<file path="config.mk">
export PLATFORM = sky130hd
export DESIGN_NAME = utf8_stream_validator
export DESIGN_NICKNAME = d
export VERILOG_FILES = /design/src/sv/udv_pkg.sv /design/src/sv/udv_in_stage.sv /design/src/sv/udv_lead_dec.sv /design/src/sv/udv_core.sv /design/src/sv/utf8_stream_validator.sv
export SDC_FILE = /design/constraint.sdc
export NUM_CORES = 1
export LEC_CHECK = 0
export ABC_AREA = 1
export BUFFER_PORTS_ARGS = -buffer_cell sky130_fd_sc_hd__buf_4
export CAP_MARGIN = 0
export CELL_PAD_IN_SITES_DETAIL_PLACEMENT = 0
export CELL_PAD_IN_SITES_GLOBAL_PLACEMENT = 1
export CORE_MARGIN = 5
export CORE_UTILIZATION = 40
export DETAILED_ROUTE_END_ITERATION = 10
export PLACE_DENSITY = 0.86
export RECOVER_POWER = 100
export SYNTH_ARGS = -nofsm -noshare
export SYNTH_HDL_FRONTEND = slang
export SYNTH_SLANG_ARGS = --single-unit
</file>
<file path="constraint.sdc">
create_clock -name clk -period 3.6 [get_ports clk]
set_clock_uncertainty 0.15 [all_clocks]
set_input_delay 0.72 -clock clk [delete_from_list [all_inputs] [get_ports clk]]
set_output_delay 0.72 -clock clk [all_outputs]
set_load 0.01 [all_outputs]
</file>
<file path="src/sv/udv_pkg.sv">
package udv_pkg;

  localparam int OFFSET_BITS = 32;
  localparam int FIELD_BITS  = 32;
  localparam int WIDE_BITS   = (OFFSET_BITS > FIELD_BITS) ? OFFSET_BITS : FIELD_BITS;

  typedef logic [OFFSET_BITS-1:0] offset_t;
  typedef logic [FIELD_BITS-1:0]  field_t;

  typedef enum logic [1:0] {
    STATUS_VALID   = 2'd0,
    STATUS_BOM     = 2'd1,
    STATUS_INVALID = 2'd2
  } status_t;

  typedef enum logic [1:0] {
    LEAD_ASCII = 2'd0,
    LEAD_OPEN  = 2'd1,
    LEAD_BAD   = 2'd2
  } lead_kind_t;

  localparam logic [7:0] BYTE_ASCII_MAX = 8'h7F;
  localparam logic [7:0] BYTE_TWO_MIN   = 8'hC2;
  localparam logic [7:0] BYTE_TWO_MAX   = 8'hDF;
  localparam logic [7:0] BYTE_E0        = 8'hE0;
  localparam logic [7:0] BYTE_ED        = 8'hED;
  localparam logic [7:0] BYTE_THREE_MAX = 8'hEF;
  localparam logic [7:0] BYTE_F0        = 8'hF0;
  localparam logic [7:0] BYTE_F4        = 8'hF4;
  localparam logic [7:0] TRAIL_LOW      = 8'h80;
  localparam logic [7:0] TRAIL_HIGH     = 8'hBF;
  localparam logic [7:0] E0_LOW         = 8'hA0;
  localparam logic [7:0] ED_HIGH        = 8'h9F;
  localparam logic [7:0] F0_LOW         = 8'h90;
  localparam logic [7:0] F4_HIGH        = 8'h8F;

  localparam logic [7:0] BOM_BYTE0 = 8'hEF;
  localparam logic [7:0] BOM_BYTE1 = 8'hBB;
  localparam logic [7:0] BOM_BYTE2 = 8'hBF;
  localparam logic [1:0] BOM_DONE  = 2'd3;
  localparam field_t     BOM_END   = FIELD_BITS'(3);

  typedef struct packed {
    logic [7:0] data_byte;
    logic       last_byte;
  } udv_in_t;

  typedef struct packed {
    status_t status;
    field_t  error_begin;
    field_t  error_end;
    field_t  text_length;
  } udv_out_t;

  typedef struct packed {
    logic    valid;
    udv_in_t item;
  } udv_beat_t;

  typedef struct packed {
    lead_kind_t kind;
    logic [2:0] seq_len;
    logic [7:0] low;
    logic [7:0] high;
  } lead_info_t;

  function automatic offset_t sat_inc(input offset_t v);
    return (v == '1) ? v : v + offset_t'(1);
  endfunction

  function automatic field_t clamp_field(input offset_t v);
    logic [WIDE_BITS-1:0] w;
    w = WIDE_BITS'(v);
    return (w > WIDE_BITS'({FIELD_BITS{1'b1}})) ? '1 : w[FIELD_BITS-1:0];
  endfunction

endpackage

</file>
<file path="src/sv/udv_in_stage.sv">
module udv_in_stage (
  input  logic             clk,
  input  logic             rst,
  input  logic             text_valid,
  output logic             text_ready,
  input  udv_pkg::udv_in_t text_item,
  output udv_pkg::udv_beat_t beat,
  input  logic             take
);
  import udv_pkg::*;

  logic    valid;
  udv_in_t item;

  assign text_ready = !valid || take;
  assign beat       = '{valid: valid, item: item};

  always_ff @(posedge clk) begin
    if (rst) begin
      valid <= 1'b0;
    end else if (text_ready) begin
      valid <= text_valid;
    end
  end

  always_ff @(posedge clk) begin
    if (text_ready && text_valid) begin
      item <= text_item;
    end
  end

endmodule

</file>
<file path="src/sv/udv_lead_dec.sv">
module udv_lead_dec (
  input  logic [7:0]          data_byte,
  output udv_pkg::lead_info_t info
);
  import udv_pkg::*;

  always_comb begin
    info = '{kind: LEAD_BAD, seq_len: 3'd0, low: TRAIL_LOW, high: TRAIL_HIGH};
    if (data_byte <= BYTE_ASCII_MAX) begin
      info.kind = LEAD_ASCII;
    end else if (data_byte >= BYTE_TWO_MIN && data_byte <= BYTE_TWO_MAX) begin
      info.kind    = LEAD_OPEN;
      info.seq_len = 3'd2;
    end else if (data_byte >= BYTE_E0 && data_byte <= BYTE_THREE_MAX) begin
      info.kind    = LEAD_OPEN;
      info.seq_len = 3'd3;
      if (data_byte == BYTE_E0) begin
        info.low = E0_LOW;
      end else if (data_byte == BYTE_ED) begin
        info.high = ED_HIGH;
      end
    end else if (data_byte >= BYTE_F0 && data_byte <= BYTE_F4) begin
      info.kind    = LEAD_OPEN;
      info.seq_len = 3'd4;
      if (data_byte == BYTE_F0) begin
        info.low = F0_LOW;
      end else if (data_byte == BYTE_F4) begin
        info.high = F4_HIGH;
      end
    end
  end

endmodule

</file>
<file path="src/sv/udv_core.sv">
module udv_core (
  input  logic               clk,
  input  logic               rst,
  input  udv_pkg::udv_beat_t beat,
  output logic               take,
  input  logic               reject_bom,
  output logic               verdict_valid,
  input  logic               verdict_ready,
  output udv_pkg::udv_out_t  verdict_item
);
  import udv_pkg::*;

  offset_t    byte_offset, byte_offset_next;
  offset_t    seq_start, seq_start_next;
  logic [2:0] seq_length, seq_length_next;
  logic [2:0] seq_seen, seq_seen_next;
  logic [7:0] second_low, second_low_next;
  logic [7:0] second_high, second_high_next;
  logic       pending_fail, pending_fail_next;
  offset_t    pending_end, pending_end_next;
  logic       error_found, error_found_next;
  offset_t    found_begin, found_begin_next;
  offset_t    found_end, found_end_next;
  logic [1:0] bom_progress, bom_progress_next;
  logic       verdict_valid_next;
  udv_out_t   verdict_item_next;

  lead_info_t lead;
  offset_t    cur;
  offset_t    cur_inc;
  logic [7:0] b;
  logic [7:0] lo;
  logic [7:0] hi;

  udv_lead_dec u_lead_dec (
    .data_byte (beat.item.data_byte),
    .info      (lead)
  );

  assign take = beat.valid && (!beat.item.last_byte || !verdict_valid || verdict_ready);

  always_comb begin
    byte_offset_next   = byte_offset;
    seq_start_next     = seq_start;
    seq_length_next    = seq_length;
    seq_seen_next      = seq_seen;
    second_low_next    = second_low;
    second_high_next   = second_high;
    pending_fail_next  = pending_fail;
    pending_end_next   = pending_end;
    error_found_next   = error_found;
    found_begin_next   = found_begin;
    found_end_next     = found_end;
    bom_progress_next  = bom_progress;
    verdict_valid_next = verdict_valid && !verdict_ready;
    verdict_item_next  = verdict_item;

    b       = beat.item.data_byte;
    cur     = byte_offset;
    cur_inc = sat_inc(cur);
    lo      = (seq_seen == 3'd1) ? second_low : TRAIL_LOW;
    hi      = (seq_seen == 3'd1) ? second_high : TRAIL_HIGH;

    if (take) begin
      if (cur == offset_t'(0) && b == BOM_BYTE0 && bom_progress == 2'd0) begin
        bom_progress_next = 2'd1;
      end else if (cur == offset_t'(1) && b == BOM_BYTE1 && bom_progress == 2'd1) begin
        bom_progress_next = 2'd2;
      end else if (cur == offset_t'(2) && b == BOM_BYTE2 && bom_progress == 2'd2) begin
        bom_progress_next = BOM_DONE;
      end

      if (!error_found) begin
        if (seq_length != 3'd0) begin
          if (!pending_fail && (b < lo || b > hi)) begin
            pending_fail_next = 1'b1;
            pending_end_next  = cur_inc;
          end
          seq_seen_next = seq_seen + 3'd1;
          if (seq_seen_next >= seq_length) begin
            seq_length_next = 3'd0;
            seq_seen_next   = 3'd0;
            if (pending_fail_next) begin
              error_found_next = 1'b1;
              found_begin_next = seq_start;
              found_end_next   = pending_end_next;
            end
            pending_fail_next = 1'b0;
          end
        end else begin
          case (lead.kind)
            LEAD_OPEN: begin
              seq_start_next    = cur;
              seq_length_next   = lead.seq_len;
              seq_seen_next     = 3'd1;
              second_low_next   = lead.low;
              second_high_next  = lead.high;
              pending_fail_next = 1'b0;
              pending_end_next  = '0;
            end
            LEAD_BAD: begin
              error_found_next = 1'b1;
              found_begin_next = cur;
              found_end_next   = cur_inc;
            end
            default: begin
            end
          endcase
        end
      end
      byte_offset_next = cur_inc;

      if (beat.item.last_byte) begin
        // text ends inside an open sequence: truncation
        if (!error_found_next && seq_length_next != 3'd0) begin
          error_found_next = 1'b1;
          found_begin_next = seq_start_next;
          found_end_next   = cur_inc;
        end
        verdict_valid_next            = 1'b1;
        verdict_item_next.text_length = clamp_field(cur_inc);
        if (reject_bom && bom_progress_next == BOM_DONE) begin
          verdict_item_next.status      = STATUS_BOM;
          verdict_item_next.error_begin = '0;
          verdict_item_next.error_end   = BOM_END;
        end else if (error_found_next) begin
          verdict_item_next.status      = STATUS_INVALID;
          verdict_item_next.error_begin = clamp_field(found_begin_next);
          verdict_item_next.error_end   = clamp_field(found_end_next);
        end else begin
          verdict_item_next.status      = STATUS_VALID;
          verdict_item_next.error_begin = '0;
          verdict_item_next.error_end   = '0;
        end
        byte_offset_next  = '0;
        seq_start_next    = '0;
        seq_length_next   = 3'd0;
        seq_seen_next     = 3'd0;
        second_low_next   = TRAIL_LOW;
        second_high_next  = TRAIL_HIGH;
        pending_fail_next = 1'b0;
        pending_end_next  = '0;
        error_found_next  = 1'b0;
        found_begin_next  = '0;
        found_end_next    = '0;
        bom_progress_next = 2'd0;
      end
    end
  end

  always_ff @(posedge clk) begin
    if (rst) begin
      byte_offset   <= '0;
      seq_start     <= '0;
      seq_length    <= 3'd0;
      seq_seen      <= 3'd0;
      second_low    <= TRAIL_LOW;
      second_high   <= TRAIL_HIGH;
      pending_fail  <= 1'b0;
      pending_end   <= '0;
      error_found   <= 1'b0;
      found_begin   <= '0;
      found_end     <= '0;
      bom_progress  <= 2'd0;
      verdict_valid <= 1'b0;
    end else begin
      byte_offset   <= byte_offset_next;
      seq_start     <= seq_start_next;
      seq_length    <= seq_length_next;
      seq_seen      <= seq_seen_next;
      second_low    <= second_low_next;
      second_high   <= second_high_next;
      pending_fail  <= pending_fail_next;
      pending_end   <= pending_end_next;
      error_found   <= error_found_next;
      found_begin   <= found_begin_next;
      found_end     <= found_end_next;
      bom_progress  <= bom_progress_next;
      verdict_valid <= verdict_valid_next;
    end
  end

  always_ff @(posedge clk) begin
    verdict_item <= verdict_item_next;
  end

endmodule

</file>
<file path="src/sv/utf8_stream_validator.sv">
// Channel   Dir  Handshake                    Beat
// text      in   text_valid / text_ready      text_item: data_byte, last_byte
// verdict   out  verdict_valid / verdict_ready verdict_item: status, begin, end, length
// cfg       in   cfg_we, no wait              cfg_wdata: reject_bom
//
// One byte per cycle. A byte waits in the input register until the core takes it
// and folds it into the text state; a last byte that is taken also loads the verdict
// register, which holds the verdict until verdict_ready.
// Reset is synchronous; it empties both registers and sets reject_bom.
// A waiting verdict holds back only a last byte; behind it text_ready drops.
module utf8_stream_validator (
  input  logic              clk,
  input  logic              rst,
  input  logic              text_valid,
  output logic              text_ready,
  input  udv_pkg::udv_in_t  text_item,
  output logic              verdict_valid,
  input  logic              verdict_ready,
  output udv_pkg::udv_out_t verdict_item,
  input  logic              cfg_we,
  input  logic              cfg_wdata
);
  import udv_pkg::*;

  udv_beat_t beat;
  logic      take;
  logic      reject_bom;

  always_ff @(posedge clk) begin
    if (rst) begin
      reject_bom <= 1'b1;
    end else if (cfg_we) begin
      reject_bom <= cfg_wdata;
    end
  end

  udv_in_stage u_in_stage (
    .clk        (clk),
    .rst        (rst),
    .text_valid (text_valid),
    .text_ready (text_ready),
    .text_item  (text_item),
    .beat       (beat),
    .take       (take)
  );

  udv_core u_core (
    .clk           (clk),
    .rst           (rst),
    .beat          (beat),
    .take          (take),
    .reject_bom    (reject_bom),
    .verdict_valid (verdict_valid),
    .verdict_ready (verdict_ready),
    .verdict_item  (verdict_item)
  );

endmodule

</file>
# After elaboration in Yosys (flattened, before gate mapping)
# Cells that the tools add are included.
word_totals:
  reg_bits: 296
  word_cells: 182
op_classes:
  n_addsub: 2
  order_cmp: 13
  n_eq_ne: 18
  n_mux: 91
  n_bitwise: 1
  reduce_logical: 35
ops:
  columns: ["operator", "count"]
  rows:
  - ["2-to-1 mux 32 bit", 31]
  - ["greater-than comparator 32 bit, second input constant", 3]
  - ["2-to-1 mux 8 bit", 11]
  - ["2-to-1 mux 66 bit", 1]
  - ["equality test 8 bit, second input constant", 7]
  - ["2-to-1 mux 21 bit", 2]
  - ["2-to-1 mux 3 bit", 11]
  - ["adder 32 x 1 -> 32 bit, second input constant", 1]
  - ["equality test 32 x 1 -> 1 bit, second input constant", 1]
  - ["equality test 32 x 2 -> 1 bit, second input constant", 1]
  - ["equality test 32 bit, second input constant", 1]
  - ["zero test 32 bit", 1]
  - ["greater-or-equal comparator 8 bit, second input constant", 3]
  - ["less-or-equal comparator 8 bit, second input constant", 3]
  - ["2-to-1 mux 6 bit", 4]
  - ["2-to-1 mux 1 bit", 21]
  - ["2-to-1 mux 19 bit", 1]
  - ["2-to-1 mux 16 bit", 1]
  - ["logical AND 1 bit", 15]
  - ["2-to-1 mux 2 bit", 6]
  - ["2-to-1 mux 5 bit", 2]
  - ["nonzero test 3 bit", 3]
  - ["greater-than comparator 8 bit", 1]
  - ["less-or-equal comparator 8 x 7 -> 1 bit, second input constant", 1]
  - ["other kinds (16)", 28]

# Longest topological paths before layout
depth:
  word_depth: 22
  ltp_mapped: 24
  depth_no_buf: 22

# Modules after synthesis
# From an unflattened synthesis, not the netlist that was laid out.
hier_totals:
  cells_unflattened: 2420
  hier_area_um2: 16861.2
by_module_without_submodules:
  columns: ["mod", "instances", "cells_each", "area_per_inst_um2"]
  rows:
  - ["udv_core", 1, 2353, 16230.6]
  - ["udv_in_stage", 1, 16, 325.3]
  - ["udv_lead_dec", 1, 45, 257.7]
  - ["utf8_stream_validator", 1, 6, 47.5]

# Least setup slack after synthesis
# OpenSTA, ideal clock, no wires.
synth_path:
  kind: "in2reg"
  startpoint: "input verdict_ready"
  endpoint: "register u_core.verdict_item[0] (netlist name)"
  arrival_ps: 3014
  slack_ps: -16
  stages: 4
  cell_sequence: "nor2_1 a21oi_1 nand2_1 inv_1"
synth_via:
  elab_chain_cells: 3
synth_rtl:
  columns: ["element", "line_no", "source"]
  rows:
  - ["start: declaration", "utf8_stream_validator.sv:18", "input logic verdict_ready,"]
  - ["logical OR 1 bit", "udv_core.sv:40", "assign take = beat.valid && (!beat.item.last_byte || !verdict_valid || verdict_ready);"]
  - ["logical AND 1 bit", "udv_core.sv:40", null]
  - ["AND reduction 2 bit (no source line)", null, null]
# Every way passes these cells.
# A chain may end at the register's enable or synchronous reset.

# Worst setup path after layout
layout_path:
  startpoint: "register u_core.byte_offset[0]"
  endpoint: "register u_core.verdict_item[34] (netlist name)"
layout_via:
  elab_chain_cells: 12
  elab_cells_between_ends: 30
  cone_classes: "1 x add/sub; 1 x order compare; 4 x eq/ne; 15 x mux; 9 x reduce/logical"
layout_rtl:
  columns: ["element", "line_no", "source"]
  rows:
  - ["start: declaration", "udv_core.sv:13", "offset_t byte_offset, byte_offset_next;"]
  - ["start signal: assignment", "udv_core.sv:167", "byte_offset <= byte_offset_next;"]
  - ["adder 32 x 1 -> 32 bit or equality test 32 bit (tied branches)", "udv_pkg.sv:68", "return (v == '1) ? v : v + offset_t'(1);"]
  - ["2-to-1 mux 32 bit (*)", "udv_pkg.sv:68", null]
  - ["via u_core.cur_inc[2]", "udv_core.sv:30", "offset_t cur_inc;"]
  - ["2-to-1 mux 32 bit", "udv_core.sv:75", "if (!pending_fail && (b < lo || b > hi)) begin"]
  - ["2-to-1 mux 32 bit", "udv_core.sv:83", "if (pending_fail_next) begin"]
  - ["2-to-1 mux 32 bit", "udv_core.sv:80", "if (seq_seen_next >= seq_length) begin"]
  - ["2-to-1 mux 32 bit", "udv_core.sv:74", "if (seq_length != 3'd0) begin"]
  - ["2-to-1 mux 32 bit", "udv_core.sv:73", "if (!error_found) begin"]
  - ["2-to-1 mux 32 bit (*)", "udv_core.sv:115", "if (!error_found_next && seq_length_next != 3'd0) begin"]
  - ["2-to-1 mux 32 bit (*)", "udv_core.sv:113", "if (beat.item.last_byte) begin"]
  - ["2-to-1 mux 32 bit (*)", "udv_core.sv:64", "if (take) begin"]
  - ["greater-than comparator 32 bit", "udv_pkg.sv:74", "return (w > WIDE_BITS'({FIELD_BITS{1'b1}})) ? '1 : w[FIELD_BITS-1:0];"]
  - ["2-to-1 mux 32 bit (*)", "udv_pkg.sv:74", null]
# Mark *: on every way through the listed nets, which the timed path passes. The rest lies on a longest branch. The select of a mux whose other input is x is not followed.

==> run metrics <==
vias in the first global route=14800; first-pass GRT wire length=80700 µm; max cap viols=2; CP max FO=55; post-placement cell count=2856; Post-DRT Antenna Nets=0; mapped cell area=16000 µm²; Synth cell types=42; WP depth=14; filler instances=4095; PnR worst setup slack=318 ps; Clk pwr share=46.3%; maximum clock path buffer count=3; CTS Root Cell=clkbuf_16; CP delay by family, top=simple AND/OR/NAND/NOR gates; Routed WL per cell=17.3 µm; fmax=305 MHz; Switching Share=25.9%; r2r setup slk=320 ps; required time worst endpoint=3840 ps; gr ovfl total=0; CP Launch Point=u_core.byte_offset[0]$_SDFFE_PP0P_; asr flop ratio synth=0%; H-tree levels=2; IO Pins=115; Comb pwr share=11.6%; pin count of the biggest net entering global routing=66; Final Hold Fails=0; Final Max Slew Viols=102; Area Growth Syn to Fin=13.0%; max_slew headroom=-9.51%; Core ar.=39600 µm²; initial DRC count=1366; Power Density=452 nW/µm²; critical path endpoint=u_core.verdict_item[34]$_SDFFCE_PP0P_; crit-path max cell delay=510 ps; DRT Wirelength=50400 µm; FF+latch count, synth=284; RSZ-0062 raised after global routing=false; ranking of synthesized cells by area=dfxtp_1 22%, edfxtp_1 20%, nand2_1 18%; Clock Latency Late Sink=540 ps; Die Width=210 µm; DP HPWL=33000 µm; Remaining DRCs=0; CP max stage cell=dfxtp_1; Worst Path Arrival=3530 ps; CTS tree=done; Final setup viols=0; status=finished with violations; CTS Hold Bufs=0; port bufs=114; Flop pwr share=42.1%; CP Buf/Inv Count=1; Num CTS Buffers=35; via count=15600; endpoint type of the worst setup path=flip-flop; cells after synthesis=2319; fin crit period=3280 ps; Register-to-Register Path Depth=14; worst hold path type=in2reg; Final Net Count=2395; non-filler cells, final=2919; number of flops mapped to enable cells by yosys=107; post-cts sizing count=0; layout cell share with drive strength beyond 1=6.52%; GP Congestion=0.927; gr usage total=22.3%; initial antenna violation count=0; CP Launch Type=flip-flop; vias per std cell=5.35; share of the cycle needed by the critical path after routing=91.2%; Critical Path, Cell by Cell=ha_1 > nand2_1 > nor2_1 > nand2_2 > nor2_4 > nand2_2 > buf_12 > o21ai_0 > o21ai_0 > nand2_1 > nand2_1 > nand2_1 > a21oi_1 > nor2_1; Max IR drop VDD=0.313 mV; Post-Place Worst Slack=280 ps; Internal Power=6.05 mW; Sum Neg Setup Slack=0 ps; P_sw=2.11 mW; DRT Pass-1 Iters=6; Primary FF master, synth=dfxtp_1; most used cell, CP=nand2_1; Ys Warns=0; min-delay src=cfg_we; post-CTS setup buffers=0; reg2reg end=u_core.verdict_item[34]$_SDFFCE_PP0P_; number of antenna diodes=0; leading area contributor after synthesis=dfxtp_1; critical path type=reg2reg; mean post-synth cell area=6.88 µm²; P_leak=6.89 nW; post-route cell area=18000 µm²; Sink Count=284; die height=210 µm; Seq/Total Area, Yosys=42.3%; Worst Tran Pin Value=1640 ps; Initial Util=40.3%; worst r2r src=u_core.byte_offset[0]$_SDFFE_PP0P_; Clock transition at path regs=60 ps; die area=44000 µm²; Yosys top cell area share=22.2%; Rows=73; Placed Area=17300 µm²; failing checks=max-capacitance violations, max-slew violations; power after layout=8.16 mW; Syn Nets=2346
## synth_stat cells (2+ instances only)
cell,instances
nand2_1,773
a21oi_1,292
nand3_1,222
dfxtp_1,177
nor2_1,168
inv_1,152
edfxtp_1,107
clkbuf_1,85
o21ai_0,81
o21ai_1,39
buf_2,36
o211ai_1,32
buf_1,17
nand2_2,17
nor2_2,14
nand2_4,13
ha_1,12
nand4_1,12
xor2_1,11
a2bb2oi_1,9
inv_2,8
buf_6,6
buf_4,5
a211oi_1,4
nor3_1,4
a31oi_1,3
clkinv_1,2
nor2_4,2
nor3b_1,2
nor4_1,2
## through the flow
step,hold slack [ps],utilization [%]
5_1_grt,220,45.5
6_report,224,45.5
3_3_place_gp,301,43.7
2_1_floorplan,281,-
3_5_place_dp,305,43.7
4_1_cts,192,46.8
## cell type report
class / count / area, µm² / area share [%]
repair buffers: 162 / 960 / 5.32
flip-flops and latches: 284 / 6760 / 37.5
multi-input cells: 1723 / 7810 / 43.3
inverters: 162 / 612 / 3.39
clock buffers: 49 / 1080 / 6.01
well taps: 525 / 657 / 3.64
clock inverters: 14 / 160 / 0.888
## worst min path at each step
stage | to | slack [ps] | depth (start not counted)
6_report | reject_bom$_SDFFE_PP1P_ | 220 | 2
5_1_grt | u_in_stage.beat[2]$_DFFE_PP_ | 220 | 1
4_1_cts | u_in_stage.beat[2]$_DFFE_PP_ | 190 | 1
3_5_place_dp | u_core.found_end[5]$_SDFFE_PP0P_ | 310 | 2
3_3_place_gp | u_core.pending_end[1]$_SDFFE_PP0P_ | 300 | 2
2_1_floorplan | u_core.second_low[5]$_SDFFE_PP0P_ | 280 | 2
## sequential cells by signal, indices dropped and copies added (netlist names)
register / count
u_core.pending_fail: 1
u_core.verdict_item: 98
u_core.seq_seen: 3
u_core.second_high: 2
u_core.found_begin: 32
u_core.seq_start: 32
u_core.found_end: 32
u_core.error_found: 1
u_core.second_low: 2
u_core.pending_end: 32
u_in_stage.beat: 9
u_core.seq_length: 3
u_core.bom_progress: 2
u_core.byte_offset: 32
u_core.verdict_valid: 1
u_in_stage.valid: 1
reject_bom: 1
## power by group through the flow
stage | Clock [mW] | Sequential (mW) | Combinational (mW)
floorplan | 0 | 3.52 | 0.642
global placement | 0 | 3.51 | 0.962
detailed placement | 0 | 3.51 | 0.974
CTS | 3.86 | 3.44 | 0.977
global route | 4.01 | 3.44 | 1.05
finish | 3.78 | 3.44 | 0.943
## routing by layer
layer  up-vias  global-route usage (%)  part of all wire (%)
met5         -                       0                     0
met4         0                    8.78                   3.5
met3        99                    3.09                   6.7
met2       583                    35.2                    45
met1      7206                    31.2                    45
li1       7739                       -                     -
## cells in the final DEF, fill, tap and decap left out, types with 14 or more instances in the layout
cell type	n
nand2_1	788
nand2_2	14
nand3_1	222
dfxtp_1	176
buf_4	37
nor2_1	170
o211ai_1	32
o21ai_1	17
a21oi_1	292
o21ai_0	102
clkbuf_1	103
inv_1	153
edfxtp_1	107
clkbuf_16	39
## kinds of logic (layout without fill, tap and decap cells)
logic type / after synthesis / after routing / share of synthesized area, %
compound gates: 466 / 466 / 15.6
xor+xnor: 12 / 12 / 0.659
fa+ha+maj: 12 / 12 / 0.941
buf+inv: 312 / 387 / 8.12
flops: 284 / 284 / 42.3
simple gates: 1233 / 1233 / 32.3
(Power assumes the default switching activity.)
